===== config.mk =====
export PLATFORM = sky130hd
export DESIGN_NAME = lzwe_out
export DESIGN_NICKNAME = d
export VERILOG_FILES = /design/src/design/lzwe_pkg.sv /design/src/design/lzwe_out.sv
export SDC_FILE = /design/constraint.sdc
export NUM_CORES = 1
export LEC_CHECK = 0
export ABC_AREA = 0
export BUFFER_PORTS_ARGS = -buffer_cell sky130_fd_sc_hd__buf_2
export CAP_MARGIN = 20
export CORE_MARGIN = 5
export CORE_UTILIZATION = 50
export DETAILED_ROUTE_END_ITERATION = 10
export PLACE_DENSITY_LB_ADDON = 0.15
export REMOVE_ABC_BUFFERS = 1
export SLEW_MARGIN = 20
export SYNTH_ARGS = -nofsm -noshare
export SYNTH_HDL_FRONTEND = slang
export SYNTH_SLANG_ARGS = --single-unit

===== constraint.sdc =====
create_clock -name clk -period 1.95 [get_ports clk]
set_input_delay 0.39 -clock clk [delete_from_list [all_inputs] [get_ports clk]]
set_output_delay 0.39 -clock clk [all_outputs]
set_load 0.01 [all_outputs]

===== src/design/lzwe_pkg.sv =====
// Shared constants, types and hash function for the LZW encoder.
package lzwe_pkg;

  localparam int DICT_ENTRIES = 4096;
  localparam int ROOT_CODES   = 256;
  localparam int CODE_AW      = $clog2(DICT_ENTRIES);
  localparam int NFC_W        = CODE_AW + 1;
  localparam int OUT_W        = 12;
  localparam int KEY_W        = CODE_AW + 8;
  localparam int HT_DEPTH     = 2 * DICT_ENTRIES;
  localparam int HT_AW        = $clog2(HT_DEPTH);
  localparam int EPOCH_W      = 4;
  localparam int IQ_DEPTH     = 2;
  localparam int IQ_AW        = $clog2(IQ_DEPTH);
  localparam int IQ_CW        = $clog2(IQ_DEPTH + 1);
  localparam int OQ_DEPTH     = 4;
  localparam int OQ_AW        = $clog2(OQ_DEPTH);
  localparam int OQ_CW        = $clog2(OQ_DEPTH + 1);

  typedef struct packed {
    logic [7:0] data_byte;
    logic       end_of_data;
  } item_t;

  typedef struct packed {
    logic [OUT_W-1:0] out_code;
    logic             final_code;
  } res_t;

  // Hash table slot: epoch tag, (prefix, byte) key, assigned code
  typedef struct packed {
    logic [EPOCH_W-1:0] tag;
    logic [KEY_W-1:0]   key;
    logic [CODE_AW-1:0] code;
  } slot_t;

  // Home slot of a (prefix, byte) pair
  function automatic logic [HT_AW-1:0] ht_hash(input logic [CODE_AW-1:0] pfx,
                                               input logic [7:0] b);
    ht_hash = HT_AW'(pfx) ^ (HT_AW'(b) << (HT_AW - 8));
  endfunction

endpackage


===== src/design/lzwe_out.sv =====
// Result queue: holds emitted codes until the receiver pops them.
module lzwe_out (
  input  logic                       clk,
  input  logic                       rst,
  input  logic                       res_push,
  input  lzwe_pkg::res_t             res,
  output logic [lzwe_pkg::OQ_CW-1:0] oq_cnt,
  input  logic                       pop,
  output logic                       empty,
  output lzwe_pkg::res_t             head
);
  import lzwe_pkg::*;

  res_t             q [OQ_DEPTH];
  logic [OQ_AW-1:0] wr_ptr;
  logic [OQ_AW-1:0] rd_ptr;
  logic             do_pop;

  assign empty  = (oq_cnt == '0);
  assign head   = q[rd_ptr];
  assign do_pop = pop && !empty;

  // storage
  always_ff @(posedge clk) begin
    if (res_push) begin
      q[wr_ptr] <= res;
    end
  end

  // pointers and fill count
  always_ff @(posedge clk) begin
    if (rst) begin
      wr_ptr <= '0;
      rd_ptr <= '0;
      oq_cnt <= '0;
    end else begin
      if (res_push) wr_ptr <= wr_ptr + 1'b1;
      if (do_pop)   rd_ptr <= rd_ptr + 1'b1;
      oq_cnt <= oq_cnt + OQ_CW'(res_push) - OQ_CW'(do_pop);
    end
  end

endmodule


==> metrics.txt, run 1 <==
post-placement cell count=201; final wirelength=3910 um; Post-Syn Instances=111; layout cells sized above 1=43.4%; total grt overflow=0; clock power share=27.4%; clock slew seen by the registers of the worst setup and hold paths=70 ps; All-Layer GR Usage=14.2%; Worst-Skew Late Latency=320 ps; largest net degree at the start of global routing=14; H-tree depth=3; CP Class=reg2out; Avg WL per Cell=17.8 um; flops & latches, synth=61; f_max=527 MHz; HP Class=in2reg; Hold Violations, Final=0; Seq/Total Area, Yosys=74.3%; Die Area=6160 um2; CP Capture Type=output port; Final nets=185; crit-path max FO=7; Seq pwr share=47.3%; Buffers on Ports=33; Initial Utilization=50.6%; final setup margin=51.6 ps; top cells by area, synth=edfxtp_1, mux4_2, dfxtp_1, mux4_1, ha_1; ANT cells=0; final worst path period share=97.4%; worst slack, placed=1.53 ps; Post-Syn Area=2340 um2; final setup fails=0; clock tree root driver cell=clkbuf_8; internal power=2.50 mW; HPWL after DPL=2450 um; area grow syn2layout=21.0%; via count=1155; max_cap viols=0; RSZ-0062 raised after global routing=yes; worst-case clock buffer depth=2; # rows=25; Logic pwr share=25.4%; Ys Warns=0; WP buf/inv=2; vias in the first global route=1211; Slew @ Worst Pin=704 ps; Crit path depth=3; Final Max Tran Viols=0; initial DRC count=56; Ports=34; hold_buf cts=0; VDD IR max=0.000795 V; status=completed; crit start category=register; Residual DRC=0; initial antenna violation count=0; chip height=78.5 um; slowest cell delay on critical path=500 ps; Hold Crit Depth=1; critical path's slowest cell=mux4_2; Final TNS setup=0 ps; area leader, netlist=edfxtp_1; commonest cells after routing, fill and taps aside=edfxtp_1, buf_2, mux4_2; Yosys top cell area share=66.6%; Detail Route Antenna Nets=0; Arrival @ worst endpoint=1510 ps; Max Clock Skew=5.37 ps; Num CTS Buffers=9; final core occ=61.2%; global-route wire length before repair=6150 um; Switching Power=0.860 mW; Die Wd=78.5 um; sequential cell area=1750 um2; RD Place Congestion=0.760; vias per cell=5.25; clk sinks=61; Layout Cells excl Fill=220; Pre-Repair DR Iteration Count=2; fin crit period=1900 ps; syn avg cell area=21.1 um2; Leakage=1.04 nW; core area=4630 um2; fill count=348; Sw Ratio=25.6%; commonest non-fill, non-tap cell in the layout=edfxtp_1; Yosys cell types=20; CP Cell Sequence=buf_12, mux4_2, buf_2; Power Dens Cells=1190 nW/um2; Multi-input gate area=554 um2; slew margin rel.=53.1%; WP data required=1560 ps; FF-to-FF path depth=8; CTS tree=yes; CP delay by family, top=multiplexers
-- Yosys cell counts --
library cell and n:
buf_6 1, clkbuf_1 1, o31a_1 1, ha_1 6
buf_2 1, inv_1 5, and2_1 4, dfxtp_1 9
mux4_1 3, mux2i_1 1, nor2b_1 3, mux4_2 10
nor3_1 1, mux2_2 3, nor2_1 6, xnor2_1 1
fa_1 1, xnor3_1 1, edfxtp_1 52, o311ai_0 1
-- routing by layer --
metal	share of wire, %	up-vias	track usage, %
li1	-	535	-
met1	41	588	16.5
met4	1.5	0	6.82
met5	0	-	0
met2	51	26	22.5
met3	6.4	6	6.54
-- path summary, 6_finish.rpt --
check,from,end,slack (ps)
worst max register to register,oq_cnt[2]$_SDFF_PP0_,oq_cnt[2]$_SDFF_PP0_,60
worst min-delay path,res[11],q[0][11]$_DFFE_PP_,280
worst max-delay path,register,head[1],50
worst min register to register,wr_ptr[1]$_SDFFE_PP0P_,wr_ptr[1]$_SDFFE_PP0P_,570
-- stage by stage --
stage | cell area [um2] | power, mW | hold WS (ps)
final | 2840 | 3.36 | 277
after global routing | 2840 | 3.54 | 258
after CTS | 2810 | 3.35 | 263
after detailed placement | 2610 | 2.37 | 565
after global placement | 2610 | 2.32 | 534
after floorplan | 2320 | 2.06 | 457
-- sequential cells by signal, indices dropped and copies added (netlist names), named ones only --
signal and count:
rd_ptr 2, oq_cnt 3, wr_ptr 2, q 52
-- area by class of cell --
| type | instances | area share [%] |
|---|---|---|
| clock buffer | 13 | 5.25 |
| clock inverter | 3 | 0.441 |
| inverter | 5 | 0.662 |
| multi-input combinational | 42 | 19.5 |
| sequential | 61 | 61.7 |
| tap | 54 | 2.38 |
| timing repair buffer | 42 | 10.0 |
-- cells by family (layout without fill, tap and decap cells) --
group | count (synthesis) | in the layout | synth area share (%)
xor+xnor | 2 | 2 | 1.33
fa+ha+maj | 7 | 7 | 4.06
simple gates | 14 | 14 | 3.04
compound gates | 2 | 2 | 0.748
buf+inv | 8 | 63 | 1.65
mux | 17 | 17 | 14.8
flops | 61 | 61 | 74.3
-- power groups by stage --
stage / sequential [mW] / clock, mW / combinational (mW)
after detailed placement: 1.61 / 0 / 0.766
final: 1.59 / 0.920 / 0.854
after floorplan: 1.65 / 0 / 0.405
after CTS: 1.59 / 0.938 / 0.828
after global placement: 1.59 / 0 / 0.732
after global routing: 1.60 / 1.01 / 0.928
-- repair_timing --
| action | 4_1_cts | 5_1_grt |
|---|---|---|
| gates cloned | 1 | 0 |
| setup endpoints to repair | 4 | 8 |
| gates resized for setup | 3 | 9 |
| pin swaps | 0 | 2 |
| buffers inserted | 0 | 2 |
Note: power is estimated with default switching activity, not from simulation.
==> inputs of run 2 (changes only) <==
- clock period: 1.95 -> 1.7 ns (I/O delays scaled with it)
==> metrics.txt, run 2 (synthesized netlist as in run 1, its figures left out) <==
chip height=78.5 um; final setup margin=-182 ps; crit-path max FO=7; max_cap viols=0; f_max=531 MHz; status=finished, violations left; HP Class=in2reg; commonest non-fill, non-tap cell in the layout=edfxtp_1; Max Clock Skew=6.63 ps; RD Place Congestion=0.754; vias in the first global route=1345; fill count=352; Power Dens Cells=1450 nW/um2; WP data required=1360 ps; FF-to-FF path depth=7; Multi-input gate area=559 um2; Avg WL per Cell=19.1 um; final setup fails=15; worst setup path endpoint=head[1]; CP Class=reg2out; clock slew seen by the registers of the worst setup and hold paths=70 ps; Worst-Skew Late Latency=330 ps; slew margin rel.=51.9%; Pre-Repair DR Iteration Count=4; Arrival @ worst endpoint=1540 ps; Residual DRC=0; ANT cells=0; Die Wd=78.5 um; Slew @ Worst Pin=722 ps; # rows=25; CTS tree=yes; Initial Utilization=50.6%; clk sinks=61; Ports=34; RSZ-0062 raised after global routing=yes; core area=4630 um2; CP Cell Sequence=buf_12, mux4_2, buf_6; All-Layer GR Usage=16.1%; Layout Cells excl Fill=222; fin crit period=1880 ps; sequential cell area=1750 um2; area grow syn2layout=24.6%; post-placement cell count=202; largest net degree at the start of global routing=14; Buffers on Ports=33; slowest cell delay on critical path=540 ps; CP Capture Type=output port; Leakage=1.08 nW; final worst path period share=111%; layout cells sized above 1=48.2%; crit start category=register; reg2reg start=oq_cnt[1]$_SDFF_PP0_; clock tree root driver cell=clkbuf_8; max reg flops=52; Final Max Tran Viols=0; H-tree depth=3; Die Area=6160 um2; VDD IR max=0.00103 V; total grt overflow=0; Final nets=187; worst-case clock buffer depth=2; final wirelength=4230 um; via count=1189; Hold Violations, Final=0; Num CTS Buffers=9; Largest regs=q: 52 flops, oq_cnt: 3 flops; Biggest register=q; initial DRC count=47; worst reg-to-reg setup slack=-170 ps; HPWL after DPL=2650 um; Detail Route Antenna Nets=0; Power Total=4.23 mW; failing checks=setup timing; global-route wire length before repair=6800 um; r2r endpoint=oq_cnt[1]$_SDFF_PP0_; commonest cells after routing, fill and taps aside=edfxtp_1, buf_2, mux4_2; initial antenna violation count=0; worst slack, placed=-189 ps; critical path's slowest cell=mux4_2; vias per cell=5.36
## run 2: layout make-up
type / instances / area share [%]
clock inverter: 1 / 1.03
clock buffer: 15 / 6.04
tap: 54 / 2.31
multi-input combinational: 42 / 19.2
inverter: 5 / 0.643
sequential: 61 / 59.9
timing repair buffer: 44 / 10.9
## run 2: metal layers
metal	global-route usage [%]	up-vias	wire length [um]
met5	0	-	0
met4	11.4	0	110
met3	6.08	11	258
met2	26.5	32	2300
met1	16.8	607	1570
li1	-	539	-
## run 2: critical path: cells and delay by family, from the launching register on
kind | cells | cell delay [ps]
buf+inv | 2 | 290
flops | 1 | 380
mux | 1 | 540
## run 2: worst min-delay path by stage
| stage | from | endpoint | slack, ps | depth (start not counted) |
|---|---|---|---|---|
| global placement | wr_ptr[1]$_SDFFE_PP0P_ | wr_ptr[1]$_SDFFE_PP0P_ | 530 | 2 |
| finish | res[11] | q[0][11]$_DFFE_PP_ | 220 | 1 |
| detailed placement | res[0] | q[0][0]$_DFFE_PP_ | 560 | 1 |
| global route | res[11] | q[0][11]$_DFFE_PP_ | 190 | 1 |
| floorplan | rst | oq_cnt[1]$_SDFF_PP0_ | 410 | 1 |
| CTS | res[11] | q[0][11]$_DFFE_PP_ | 200 | 1 |
## run 2: timing repair
item	4_1_cts	5_1_grt
pin swaps	2	3
resized for setup	13	6
setup endpoints to repair	15	15
hold buffers	0	0
buffers inserted	2	1
cloned	1	0
## run 2: through the flow
step | setup TNS [ps] | hold WS [ps] | cell area, um2 | utilization (%)
3_5_place_dp | -287 | 557 | 2620 | 56.6
4_1_cts | -2430 | 198 | 2900 | 62.6
2_1_floorplan | -447 | 407 | 2320 | -
3_3_place_gp | -77.6 | 532 | 2620 | 56.6
5_1_grt | -2910 | 191 | 2920 | 63.1
6_report | -2020 | 216 | 2920 | 63.1
## run 2: power breakdown
group          internal [mW]  switching, mW  total, mW
clock network          0.800          0.510       1.31
registers               1.76         0.0615       1.82
logic                  0.635          0.462       1.10
total                   3.19           1.03       4.23
