### config.mk
export PLATFORM = sky130hd
export DESIGN_NAME = lzwe_front
export DESIGN_NICKNAME = d
export VERILOG_FILES = /design/src/design/lzwe_pkg.sv /design/src/design/lzwe_front.sv
export SDC_FILE = /design/constraint.sdc
export NUM_CORES = 1
export LEC_CHECK = 0
export ABC_CLOCK_PERIOD_IN_PS = 2900
export BUFFER_PORTS_ARGS = -buffer_cell sky130_fd_sc_hd__buf_2
export CORE_MARGIN = 2
export CORE_UTILIZATION = 50
export DETAILED_ROUTE_END_ITERATION = 6
export PLACE_DENSITY = 0.77
export SYNTH_ARGS = -nofsm -noshare
export SYNTH_HDL_FRONTEND = slang
export SYNTH_SLANG_ARGS = --single-unit
export TNS_END_PERCENT = 30
### constraint.sdc
create_clock -name clk -period 2.9 [get_ports clk]
set_input_delay 0.145 -clock clk [delete_from_list [all_inputs] [get_ports clk]]
set_output_delay 0.145 -clock clk [all_outputs]
set_load 0.01 [all_outputs]
### src/design/lzwe_pkg.sv
// Shared constants, types and hash function for the LZW encoder.
package lzwe_pkg;

  localparam int DICT_ENTRIES = 4096;
  localparam int ROOT_CODES   = 256;
  localparam int CODE_AW      = $clog2(DICT_ENTRIES);
  localparam int NFC_W        = CODE_AW + 1;
  localparam int OUT_W        = 12;
  localparam int KEY_W        = CODE_AW + 8;
  localparam int HT_DEPTH     = 2 * DICT_ENTRIES;
  localparam int HT_AW        = $clog2(HT_DEPTH);
  localparam int EPOCH_W      = 4;
  localparam int IQ_DEPTH     = 2;
  localparam int IQ_AW        = $clog2(IQ_DEPTH);
  localparam int IQ_CW        = $clog2(IQ_DEPTH + 1);
  localparam int OQ_DEPTH     = 4;
  localparam int OQ_AW        = $clog2(OQ_DEPTH);
  localparam int OQ_CW        = $clog2(OQ_DEPTH + 1);

  typedef struct packed {
    logic [7:0] data_byte;
    logic       end_of_data;
  } item_t;

  typedef struct packed {
    logic [OUT_W-1:0] out_code;
    logic             final_code;
  } res_t;

  // Hash table slot: epoch tag, (prefix, byte) key, assigned code
  typedef struct packed {
    logic [EPOCH_W-1:0] tag;
    logic [KEY_W-1:0]   key;
    logic [CODE_AW-1:0] code;
  } slot_t;

  // Home slot of a (prefix, byte) pair
  function automatic logic [HT_AW-1:0] ht_hash(input logic [CODE_AW-1:0] pfx,
                                               input logic [7:0] b);
    ht_hash = HT_AW'(pfx) ^ (HT_AW'(b) << (HT_AW - 8));
  endfunction

endpackage

### src/design/lzwe_front.sv
// Input queue: accepts byte transactions and holds them for the dictionary engine.
module lzwe_front (
  input  logic          clk,
  input  logic          rst,
  input  logic          push,
  output logic          full,
  input  lzwe_pkg::item_t in_item,
  output logic          item_avail,
  output lzwe_pkg::item_t item,
  input  logic          item_pop
);
  import lzwe_pkg::*;

  item_t            q [IQ_DEPTH];
  logic [IQ_AW-1:0] wr_ptr;
  logic [IQ_AW-1:0] rd_ptr;
  logic [IQ_CW-1:0] cnt;
  logic             do_push;
  logic             do_pop;

  assign full       = (cnt == IQ_CW'(IQ_DEPTH));
  assign item_avail = (cnt != '0);
  assign item       = q[rd_ptr];
  assign do_push    = push && !full;
  assign do_pop     = item_pop && item_avail;

  // storage
  always_ff @(posedge clk) begin
    if (do_push) begin
      q[wr_ptr] <= in_item;
    end
  end

  // pointers and fill count
  always_ff @(posedge clk) begin
    if (rst) begin
      wr_ptr <= '0;
      rd_ptr <= '0;
      cnt    <= '0;
    end else begin
      if (do_push) wr_ptr <= wr_ptr + 1'b1;
      if (do_pop)  rd_ptr <= rd_ptr + 1'b1;
      cnt <= cnt + IQ_CW'(do_push) - IQ_CW'(do_pop);
    end
  end

endmodule

==> results of run 1 <==
[layout by cell type, fill, tap and decap left out]
cell type	synthesis	final
a21oi_1	1	1
and2_1	1	1
and3_2	1	1
buf_2	1	23
clkbuf_1	0	1
clkbuf_4	0	3
dfxtp_1	5	5
edfxtp_1	18	18
ha_1	2	2
inv_1	3	3
inv_2	1	1
mux2_1	5	5
mux2_2	4	4
nand2_1	1	1
nand2b_2	1	1
nor2_1	3	3
nor2b_1	1	1
nor3_1	1	1
o21a_2	1	1
o21ai_0	1	1
or2_2	1	1
or3_1	1	1
xnor2_1	1	1
xor2_1	1	1
[metal layers]
metal	share of wire, %	track usage, %
met5	0	0
met4	2.1	8.57
met3	6.7	3.92
met2	50	24.2
met1	41	14.3
[layout make-up]
class / instances / area [um^2] / area share [%]
sequential: 23 / 641 / 61.5
inverter: 4 / 15.0 / 1.44
timing repair buffer: 23 / 115 / 11.0
tap: 17 / 21.3 / 2.04
clock buffer: 4 / 26.3 / 2.52
multi-input combinational: 27 / 224 / 21.5
[critical path, stage by stage (launching register included)]
cell	delay [ns]
dfxtp_1	0.37
o21a_2	0.25
ha_1	0.27
inv_1	0.04
ha_1	0.17
xor2_1	0.15
and2_1	0.15
nor3_1	0.11
[flip-flops by register name, indices dropped and copies added, names as in the netlist, named ones only]
name,flops
q,18
cnt,2
rd_ptr,1
wr_ptr,1
[kinds of logic after synthesis]
| group | Yosys count | synth area share, % |
|---|---|---|
| flip-flops | 23 | 72.4 |
| multiplexers | 9 | 11.5 |
| adder cells (fa/ha/maj) | 2 | 2.83 |
| XOR/XNOR | 2 | 1.98 |
| buffers and inverters | 5 | 2.26 |
| AO/OA/AOI/OAI | 3 | 2.12 |
| AND/OR/NAND/NOR | 11 | 6.93 |
[how the worst min path moves through the flow]
stage / cells after the start / endpoint
floorplan: 1 / wr_ptr
global placement: 1 / q[0][8]
detailed placement: 1 / q[0][5]
CTS: 1 / q[1][4]
global route: 1 / q[0][6]
finish: 1 / q[1][4]
[report_power, final]
part / switching [mW] / leakage (nW) / internal [mW] / total (mW)
clock: 0.0881 / 0.0150 / 0.0536 / 0.142
combinational: 0.128 / 0.212 / 0.134 / 0.262
sequential: 0.0418 / 0.209 / 0.425 / 0.467
[through the flow]
stage / hold slack [ns] / area, um^2 / instances
after global placement: 0.334 / 1020 / 94
final: 0.0223 / 1040 / 98
after floorplan: 0.214 / 885 / 55
after CTS: 0.0129 / 1040 / 98
after global routing: 0.00321 / 1040 / 98
after detailed placement: 0.337 / 1020 / 94
==> run summary, run 1 <==
The run finished with clean final reports. The fraction of registers with async set/reset came out at 0%. The number of antenna violations at the first check in global routing is 0. Following the worst setup path forward leads to its endpoint at cnt[1]. The depth of the most critical reg-to-reg path came out at 7. The portion of the post-synthesis area used by sequential elements is 72.4%. The post-detailed-placement half-perimeter wirelength is 954 um. The number of failing setup endpoints in the final timing report came out at 0. The sum of overflow across all layers after global routing is 0.

The power density normalized to cell area came out at 836 nW/um^2. The required time of the worst setup path is 3.14 ns. The overall die height came out at 46.1 um. After clock tree synthesis, the clock-pin slew on the worst setup and hold paths is 0.12 ns. The final weighted congestion in routability-driven placement came out at 0.632.

The largest net degree at the start of global routing came out at 13. The number of input and output port buffers inserted is 23. The startpoint identified for the worst hold timing path is in_item[4]. The remaining max-slew budget at the tightest pin came out at 73.7%. Across the run, the number of max-cap violations was 0. The arrival time of data at the critical path endpoint came out at 1.82 ns.

The initial detailed-routing violation count came out at 9. The utilization after layout came out at 61.7%. The final count of hold timing violations came out at 0.

The final critical path takes up 54.4% of the cycle. The post-CTS repair timing setup buffer count is 0. The number of primary I/O pins is 24. Ranked by instance count, the synthesized netlist is headed by 18 x edfxtp_1, 5 x dfxtp_1, 5 x mux2_1. The number of gates resized after CTS was 0. The final-stage net count came out at 97. The area of the mapped netlist came out at 885 um^2.

The total negative slack for setup checks is 0 ns. The reg-to-reg setup timing slack came out at 1.32 ns. The fraction of layout instances using a drive strength above 1 came out at 43.2%.

STA classifies the critical path endpoint as a flip-flop. The number of buffers between clock root and the deepest sink came out at 2. The horizontal die dimension came out at 46.1 um. The start-to-end type of the worst setup path is flip-flop to flip-flop.

After detailed routing, the number of remaining DRC violations is 0. The number of distinct library cells after synthesis is 22. The leakage power summed over all cells came out at 0.437 nW. The final critical delay including setup and external delays came out at 1.58 ns. The startpoint class of the critical path is a flip-flop. The biggest area consumer among synthesized cells is edfxtp_1. Counting every net in the synthesized netlist gives 70.

The critical register-to-register path startpoint is cnt[1]. The count of flip-flops with a built-in enable after synthesis is 18. The setup skew after layout is 0.00415 ns. The area of the placeable core came out at 1690 um^2. The worst slack at placement came out at 1.32 ns. The number of sinks handled by clock tree synthesis is 23. Setup repair after global routing left no endpoint under its margin.

Dividing the detail-routed via count by the number of cells gives 5.19. The number of search-and-repair iterations in the first detailed-routing pass came out at 4. 0 antenna diodes ended up in the layout. Ranked by total cell area, the synthesized netlist is headed by edfxtp_1 61%, dfxtp_1 11%, mux2_1 6.4%, mux2_2 5.1%, ha_1 2.8%. The total die area is 2120 um^2. The number of max-slew violations in the final report is 0. The clock root buffer master is clkbuf_4.

The number of cell rows came out at 15. The maximum net fanout on the critical path came out at 5. The fill cell total of the finished layout is 147. Dividing the detail-routed wire length by the instance count gives 13.2 um. The overall routed net length is 1290 um. For this run, the total global-route usage over all layers was measured as 13.8%. The area growth from synthesis to final layout came out at 17.8%. The level count of the clock H-tree came out at 1. The number of buffers inserted during clock tree synthesis is 3. The post-synthesis cell count is 55.

The global-route wire length before repair came out at 1920 um. IR analysis of the VDD net gives a maximum drop of 0.449 mV. The mean instance size in the synthesized netlist is 16.1 um^2. In this run the worst setup path begins at cnt[1]. The actual slew at the worst max-slew pin is 0.394 ns. The terminus of the critical flop-to-flop path is cnt[1]. The path class of the tightest hold or removal check is input pin to flip-flop. The leading cell type by number of instances after synthesis is edfxtp_1. The count of hold buffers inserted by post-cts repair is 0. The via count of the first global-routing pass is 468. The achievable frequency is 634 MHz. The clock tree from TritonCTS is built. The total vias in the final route is 509. After layout, the worst setup slack is 1.32 ns. The post-route total power came out at 871 uW. The share of the synthesized area in the top cell type came out at 61.1%.

The count of nets left with antenna violations once routing finished came out at 0. In the synthesized netlist the dominant register cell turns out to be edfxtp_1. The register bit total from synthesis is 23. The count of yosys warnings during synthesis is 0. For the worst-skew pair, the clock arrives at the later sink with an insertion delay of 0.30 ns. Once the floorplan was initialized, standard cells occupied 52.4% of the core.
Power figures use the tool's default switching activity.
==> run 2, diff against run 1 <==
--- a/config.mk
+++ b/config.mk
@@ -5,12 +5,12 @@
 export SDC_FILE = /design/constraint.sdc
 export NUM_CORES = 1
 export LEC_CHECK = 0
-export ABC_CLOCK_PERIOD_IN_PS = 2900
+export ABC_CLOCK_PERIOD_IN_PS = 1400
 export BUFFER_PORTS_ARGS = -buffer_cell sky130_fd_sc_hd__buf_2
 export CORE_MARGIN = 2
-export CORE_UTILIZATION = 50
+export CORE_UTILIZATION = 44
 export DETAILED_ROUTE_END_ITERATION = 6
-export PLACE_DENSITY = 0.77
+export PLACE_DENSITY = 0.71
 export SYNTH_ARGS = -nofsm -noshare
 export SYNTH_HDL_FRONTEND = slang
 export SYNTH_SLANG_ARGS = --single-unit
==> constraint.sdc (replaced) <==
create_clock -name clk -period 1.4 [get_ports clk]
set_input_delay 0.07 -clock clk [delete_from_list [all_inputs] [get_ports clk]]
set_output_delay 0.07 -clock clk [all_outputs]
set_load 0.01 [all_outputs]
==> run 2 against run 1 <==
- the flow now finishes with violations (negative setup slack)
- power increased by 150%
- non-clock buffer count increased by 16
- routed wire length increased by 23%
==> run summary, run 2 (synthesis results as in run 1) <==
The final critical-path setup slack is -0.126 ns (-1.45 ns). The final count of hold timing violations is 0 (unchanged). The achievable frequency was 655 MHz (+3.3%).

The slowest stage of the critical path belongs to the cell dfxtp_4. The count of unresolved DRC violations after routing is 0 (unchanged). The number of primary I/O pins is 24 (unchanged). The reg-to-reg setup timing slack is -0.13 ns (-1.45 ns). The root buffer cell chosen for the clock tree is clkbuf_4. The total die area is 2390 um^2 (+12%). The switching share of power is 30.1% (+0.57 points).

The required time of the worst setup path is 1.65 ns (-1.49 ns). The post-route cell area is 1290 um^2 (+24%). The flip-flop count of the largest register after layout came out at 18 (unchanged). The post-detailed-placement half-perimeter wirelength is 936 um (-2.0%). The post-route total power is 2.14 mW (+150%). The number of cell rows is 16 (+1). The met2 usage came out at 26.3% (+2.1 points). The ratio of routed vias to standard cells is 4.50 (-13%). The overall die height came out at 48.8 um (+6.0%). The effective utilization at floorplan is 46.0% (-6.3 points). The portion of total power attributed to sequential cells was 45.0% (-8.6 points). The horizontal die dimension is 48.8 um (+6.0%). The part of the total power dissipated in the clock network came out at 13.8% (-2.5 points). The number of buffers inserted during clock tree synthesis came out at 3 (unchanged). The global-route track usage on met1 is 13.3% (-1.1 points). The post-CTS clock slew at the launch and capture registers of the worst setup and hold paths is 0.12 ns (about the same). The peak supply drop came out at 1.15 mV (+160%). The via count of the first global-routing pass is 559 (+19%). The number of antenna violations at the first check in global routing is 0 (unchanged). The worst setup path is captured at a flip-flop. The insertion delay of the later-clocked pin in the worst-skew pair is 0.31 ns (about the same). The maximum net fanout on the critical path is 4 (-1). The post-place instance area is 1060 um^2 (+4.7%).

The cell internal power dissipation came out at 1.50 mW (+140%). The critical path in this run is classified as flip-flop to flip-flop. The final critical-path share of the clock period came to 109% (+55 points).

The sum of overflow across all layers after global routing came out at 0 (unchanged). The run finished, with violations left. The number of failing setup endpoints in the final timing report came out at 10 (+10). The layer flagged by global routing as most heavily used is met2. The total of max-cap violations is 0 (unchanged). The maximum cell stage delay along the critical path came out at 0.38 ns (about the same). The overall routed net length is 1590 um (+23%).

The global-route total usage across every layer is 14.1% (+0.26 points). The net switching power came out at 645 uW (+150%). Walking the worst path, the cells encountered are o21a_4 > ha_4 > inv_2 > ha_4 > xor2_2 > and2_1 > nor3_2. Setup repair after global routing could not meet its margin everywhere. The number of buffers between clock root and the deepest sink is 2 (unchanged).

The number of antenna repair diodes is 0 (unchanged). The most common library cell in the layout ignoring fill and taps is buf_2. The detail-routed net length per standard cell came out at 12.8 um (-3.1%). The family with the most delay on the worst path is adder cells. The number of search-and-repair iterations in the first detailed-routing pass is 4 (unchanged). The area of the placeable core came out at 1920 um^2 (+14%). Counting flops per register, the top entry is q.

The fill cell total of the finished layout came out at 162 (+10%). The worst setup path is launched from a flip-flop. The power density normalized to cell area is 1660 nW/um^2 (+99%). The initial detailed-routing violation count came to 19 (+10).

The final critical delay including setup and external delays came out at 1.53 ns (-0.0509 ns). The number of nets with antenna violations after routing is 0 (unchanged). The fraction of layout instances using a drive strength above 1 is 54.6% (+11 points). The level count of the clock H-tree came out at 1 (unchanged). The number of sinks handled by clock tree synthesis came out at 23 (unchanged).

The largest net degree at the start of global routing was 14 (+1). The global-route wire length before repair came out at 2410 um (+26%). The area growth from synthesis to final layout is 45.8%. The clock tree from TritonCTS is built. The final weighted congestion in routability-driven placement is 0.691 (+9.4%).

The remaining max-slew budget at the tightest pin came out at 85.5% (+12 points). The cell repeated most along the worst path is ha_4. The path class of the tightest hold or removal check is input pin to flip-flop.

The largest registers in the layout are q: 18 flops, cnt: 2 flops. The setup skew after layout came out at 0.0117 ns (+0.00760 ns). The actual slew at the worst max-slew pin came out at 0.217 ns (-0.177 ns). In the layout the commonest cells are 23 x buf_2, 18 x edfxtp_1, 10 x dlygate4sd3_1.

The global-route track usage on met3 was 5.21% (+1.3 points). The total vias in the final route came to 558 (+9.6%). The leakage power summed over all cells is 0.522 nW (+20%).

The number of input and output port buffers inserted is 23 (unchanged). The number of max-slew violations in the final report is 0 (unchanged). The final-stage net count came out at 113 (+16%). The checks that failed: negative setup slack. The combinational cell fraction of total power is 41.2% (+11 points). The buffers plus inverters on the worst setup path is 1 (unchanged).

The arrival time of data at the critical path endpoint came out at 1.77 ns (-0.05 ns).
-- run 2: path summary, 6_finish.rpt --
check             startpoint         to  depth (start not counted)
setup reg to reg      cnt[0]     cnt[1]                          7
setup / recovery      cnt[0]     cnt[1]                          7
hold / removal          push     wr_ptr                          4
hold reg to reg       rd_ptr  flip-flop                          2
-- run 2: repair_timing --
action,in CTS,in global routing
buffers inserted,2,1
setup endpoints to repair,11,19
hold endpoints to repair,23,0
resized for setup,14,5
hold buffers,10,0
pin swaps,5,5
-- run 2: power groups by stage --
| stage | Combinational [mW] | Clock [mW] | Sequential (mW) |
|---|---|---|---|
| 3_5_place_dp | 0.661 | 0 | 0.949 |
| 3_3_place_gp | 0.645 | 0 | 0.940 |
| 6_report | 0.881 | 0.296 | 0.964 |
| 4_1_cts | 0.818 | 0.307 | 0.962 |
| 2_1_floorplan | 0.412 | 0 | 0.934 |
| 5_1_grt | 0.959 | 0.326 | 0.976 |
-- run 2: cell type report --
| type | instances | area [um^2] | area share [%] |
|---|---|---|---|
| tap | 27 | 33.8 | 2.62 |
| timing repair buffer | 39 | 284 | 22.0 |
| clock buffer | 3 | 22.5 | 1.75 |
| multi-input combinational | 27 | 280 | 21.7 |
| clock inverter | 1 | 5.00 | 0.388 |
| sequential | 23 | 649 | 50.3 |
| inverter | 4 | 15.0 | 1.16 |
-- run 2: stage by stage --
step	cells	setup TNS, ns	setup slack (ns)	hold slack, ns	util (%)
final	124	-0.563	-0.126	0.166	67.1
after global placement	107	-0.102	-0.102	0.258	55.3
after global routing	124	-0.862	-0.168	0.166	67.1
after CTS	123	-0.642	-0.181	0.134	65.6
after detailed placement	107	-0.204	-0.188	0.262	55.3
after floorplan	55	-0.0534	-0.0534	0.139	-
-- run 2: per-layer routing --
metal | up-vias | part of all wire [%]
met5 | - | 0
li1 | 278 | -
met3 | 2 | 5.2
met1 | 261 | 40
met2 | 17 | 54
met4 | 0 | 0.57
-- run 2: worst reg2reg max path: cells and delay by family, from the launching register on --
kind / cells / cell delay, ns
compound gates: 1 / 0.23
buf+inv: 1 / 0.04
xor+xnor: 1 / 0.15
simple gates: 2 / 0.26
flops: 1 / 0.38
fa+ha+maj: 2 / 0.41
==> run 3, diff against run 2 <==
--- a/config.mk
+++ b/config.mk
@@ -6,11 +6,11 @@
 export NUM_CORES = 1
 export LEC_CHECK = 0
 export ABC_CLOCK_PERIOD_IN_PS = 1400
-export BUFFER_PORTS_ARGS = -buffer_cell sky130_fd_sc_hd__buf_2
 export CORE_MARGIN = 2
-export CORE_UTILIZATION = 44
+export CORE_UTILIZATION = 50
 export DETAILED_ROUTE_END_ITERATION = 6
-export PLACE_DENSITY = 0.71
+export DONT_BUFFER_PORTS = 1
+export PLACE_DENSITY = 0.68
 export SYNTH_ARGS = -nofsm -noshare
 export SYNTH_HDL_FRONTEND = slang
 export SYNTH_SLANG_ARGS = --single-unit
==> run 3 against run 2 <==
- the run still ends with negative setup slack left
- die area is 11% lower
- combinational power is 30% lower
- critical endpoint unchanged
- critical path depth stayed put
- power is 12% lower
- largest power group unchanged
==> run summary, run 3 (synthesis results as in run 1) <==
The final weighted congestion in routability-driven placement came out at 0.639 (-7.6%). The power density normalized to cell area is 1670 nW/um^2 (+0.91%). The instance count after placement with tap cells included came to 76 (-29%). The detail-routed net length per standard cell is 13.3 um (+4.1%). The actual slew at the worst max-slew pin came out at 0.239 ns (+0.0218 ns). Setup repair after global routing could not meet its margin everywhere. The overall die height came out at 46.1 um (-5.7%). In this run the critical register-to-register path is launched from cnt[1]. The total of max-cap violations is 0 (unchanged).

The number of cell rows is 15 (-1). The required time of the worst setup path came to 1.63 ns (-0.02 ns). The global-route total usage across every layer is 12.5% (-1.6 points).

TritonCTS built the clock tree. The endpoint identified for the worst register-to-register timing path is cnt[1]. The register bank with the most flops is q. The number of antenna repair diodes came out at 0 (unchanged).

The arrival time of data at the critical path endpoint came out at 1.72 ns (-0.05 ns). The final-stage net count is 90 (-20%). The switching share of power is 28.9% (-1.2 points). The checks that failed: negative setup slack. The global-route wire length before repair came to 1770 um (-26%). The combinational cell fraction of total power is 32.8% (-8.4 points). The number of search-and-repair iterations in the first detailed-routing pass is 4 (unchanged).

The count of unresolved DRC violations after routing came out at 0 (unchanged). The run finished, with violations left. The overall routed net length is 1210 um (-24%).

The post-CTS clock slew at the launch and capture registers of the worst setup and hold paths came out at 0.11 ns (about the same). The post-detailed-placement half-perimeter wirelength is 813 um (-13%). The number of antenna violations at the first check in global routing is 0 (unchanged). Leaving out fill and tap cells, the most frequent cell in the layout is edfxtp_1. The portion of total power attributed to sequential cells is 52.3% (+7.3 points). The achievable frequency came out at 669 MHz (+2.1%). The endpoint class of the critical path is a flip-flop. The worst hold path terminates at wr_ptr. The number of buffers between clock root and the deepest sink is 2 (unchanged). The part of the total power dissipated in the clock network is 14.9% (+1.1 points). The maximum net fanout on the critical path is 5 (+1). The number of standard cells in the layout, taps in and fillers out was 91 (-27%). The number of buffers inserted during clock tree synthesis is 3 (unchanged). The min-delay analysis places its worst path in the category input pin to flip-flop. The number of max-slew violations in the final report is 0 (unchanged). The worst slack at placement is -0.140 ns (+0.0482 ns). The total vias in the final route came out at 492 (-12%). The largest net degree at the start of global routing is 13 (-1). The insertion delay of the later-clocked pin in the worst-skew pair was 0.29 ns (-0.02 ns). The via count of the first global-routing pass is 446 (-20%). The total negative slack for setup checks came to -0.238 ns (+0.325 ns). The fraction of layout instances using a drive strength above 1 is 35.1% (-20 points).

The final count of hold timing violations is 0 (unchanged). The flip-flop count of the largest register after layout came out at 18 (unchanged). The number of failing setup endpoints in the final timing report is 10 (unchanged). The level count of the clock H-tree came to 1 (unchanged). From synthesis to final layout, the design area changed by 26.6%. The cell internal power dissipation is 1.33 mW (-11%). The number of primary I/O pins came out at 24 (unchanged). The number of sinks handled by clock tree synthesis came out at 23 (unchanged). The ratio of routed vias to standard cells was 5.41 (+20%). The tree is rooted in a clkbuf_4.

The reg-to-reg setup timing slack came out at -0.1 ns (+0.03 ns). The setup skew after layout is 0.00699 ns (-0.00476 ns). The sum of overflow across all layers after global routing came out at 0 (unchanged). The number of input and output port buffers inserted came out at 0 (-100%). The final critical-path setup slack is -0.0953 ns (+0.0310 ns). The remaining max-slew budget at the tightest pin came to 84.1% (-1.5 points). The effective utilization at floorplan came out at 52.4% (+6.3 points).

STA classifies the critical path startpoint as a flip-flop. The horizontal die dimension came to 46.1 um (-5.7%). The post-route total power is 1.87 mW (-12%). The net switching power is 543 uW (-16%). The peak supply drop was 1.01 mV (-13%). The top cell types in the final layout, fill and taps aside, are 18 x edfxtp_1, 10 x dlygate4sd3_1, 5 x mux2_1.

The leakage power summed over all cells came to 0.420 nW (-20%). The initial detailed-routing violation count is 5 (-14). The worst setup path is of the flip-flop to flip-flop kind. The final critical-path share of the clock period came out at 107% (-2.2 points). In this run the most critical hold path is launched from push. The final critical delay including setup and external delays is 1.50 ns (-0.0310 ns). The number of nets with antenna violations after routing came out at 0 (unchanged). The utilization after layout came out at 66.3% (-0.83 points). The area of the placeable core is 1690 um^2 (-12%). The cell depth of the worst hold path came out at 3 (-1). The depth of the most critical reg-to-reg path came to 7 (unchanged). The total die area is 2120 um^2 (-11%). The largest registers in the layout are q: 18 flops, cnt: 2 flops.
[run 3: how the worst max path moves through the flow]
stage,startpoint,end,slack [ns],depth (start not counted)
2_1_floorplan,cnt[1],cnt[1],-0.05,7
3_3_place_gp,cnt[1],cnt[1],-0.08,7
3_5_place_dp,cnt[0],cnt[1],-0.14,8
4_1_cts,cnt[1],cnt[1],-0.13,7
5_1_grt,cnt[1],cnt[1],-0.18,7
6_report,cnt[1],cnt[1],-0.1,7
[run 3: critical path: stages (launching register included)]
cell	delay, ns
dfxtp_4	0.38
o21a_4	0.20
ha_4	0.25
inv_1	0.03
ha_1	0.17
xor2_1	0.15
and2_1	0.16
nor3_2	0.08
[run 3: what timing repair did]
action,4_1_cts,5_1_grt
endpoints found under the hold margin,23,0
setup buffers,1,0
setup endpoints to repair,19,11
hold buffers,10,0
gates resized for setup,8,5
[run 3: power groups by stage]
stage	sequential [mW]	combinational [mW]	clock, mW
after detailed placement	0.985	0.502	0
after global routing	0.998	0.679	0.317
after CTS	0.976	0.591	0.293
final	0.981	0.615	0.279
after floorplan	0.934	0.412	0
after global placement	0.978	0.494	0
[run 3: routing by layer]
layer  GRT usage, %  share of wire (%)  vias up
met1           14.9                 43      241
met4           6.86                  0        0
met5              0                  0        -
li1               -                  -      237
met3           3.92                5.4        0
met2           20.0                 52       14
[run 3: area by class of cell]
| type | instances | area, um^2 |
|---|---|---|
| inverters | 4 | 17.5 |
| fillers | 134 | 569 |
| well taps | 17 | 21.3 |
| multi-input cells | 27 | 255 |
| repair buffers | 16 | 153 |
| clock buffers | 4 | 26.3 |
| flip-flops and latches | 23 | 647 |
[run 3: per-stage QoR]
step / hold slack, ns / area, um^2
6_report: 0.0462 / 1120
5_1_grt: 0.0345 / 1120
4_1_cts: 0.0163 / 1100
3_5_place_dp: 0.144 / 938
3_3_place_gp: 0.142 / 938
2_1_floorplan: 0.139 / 885
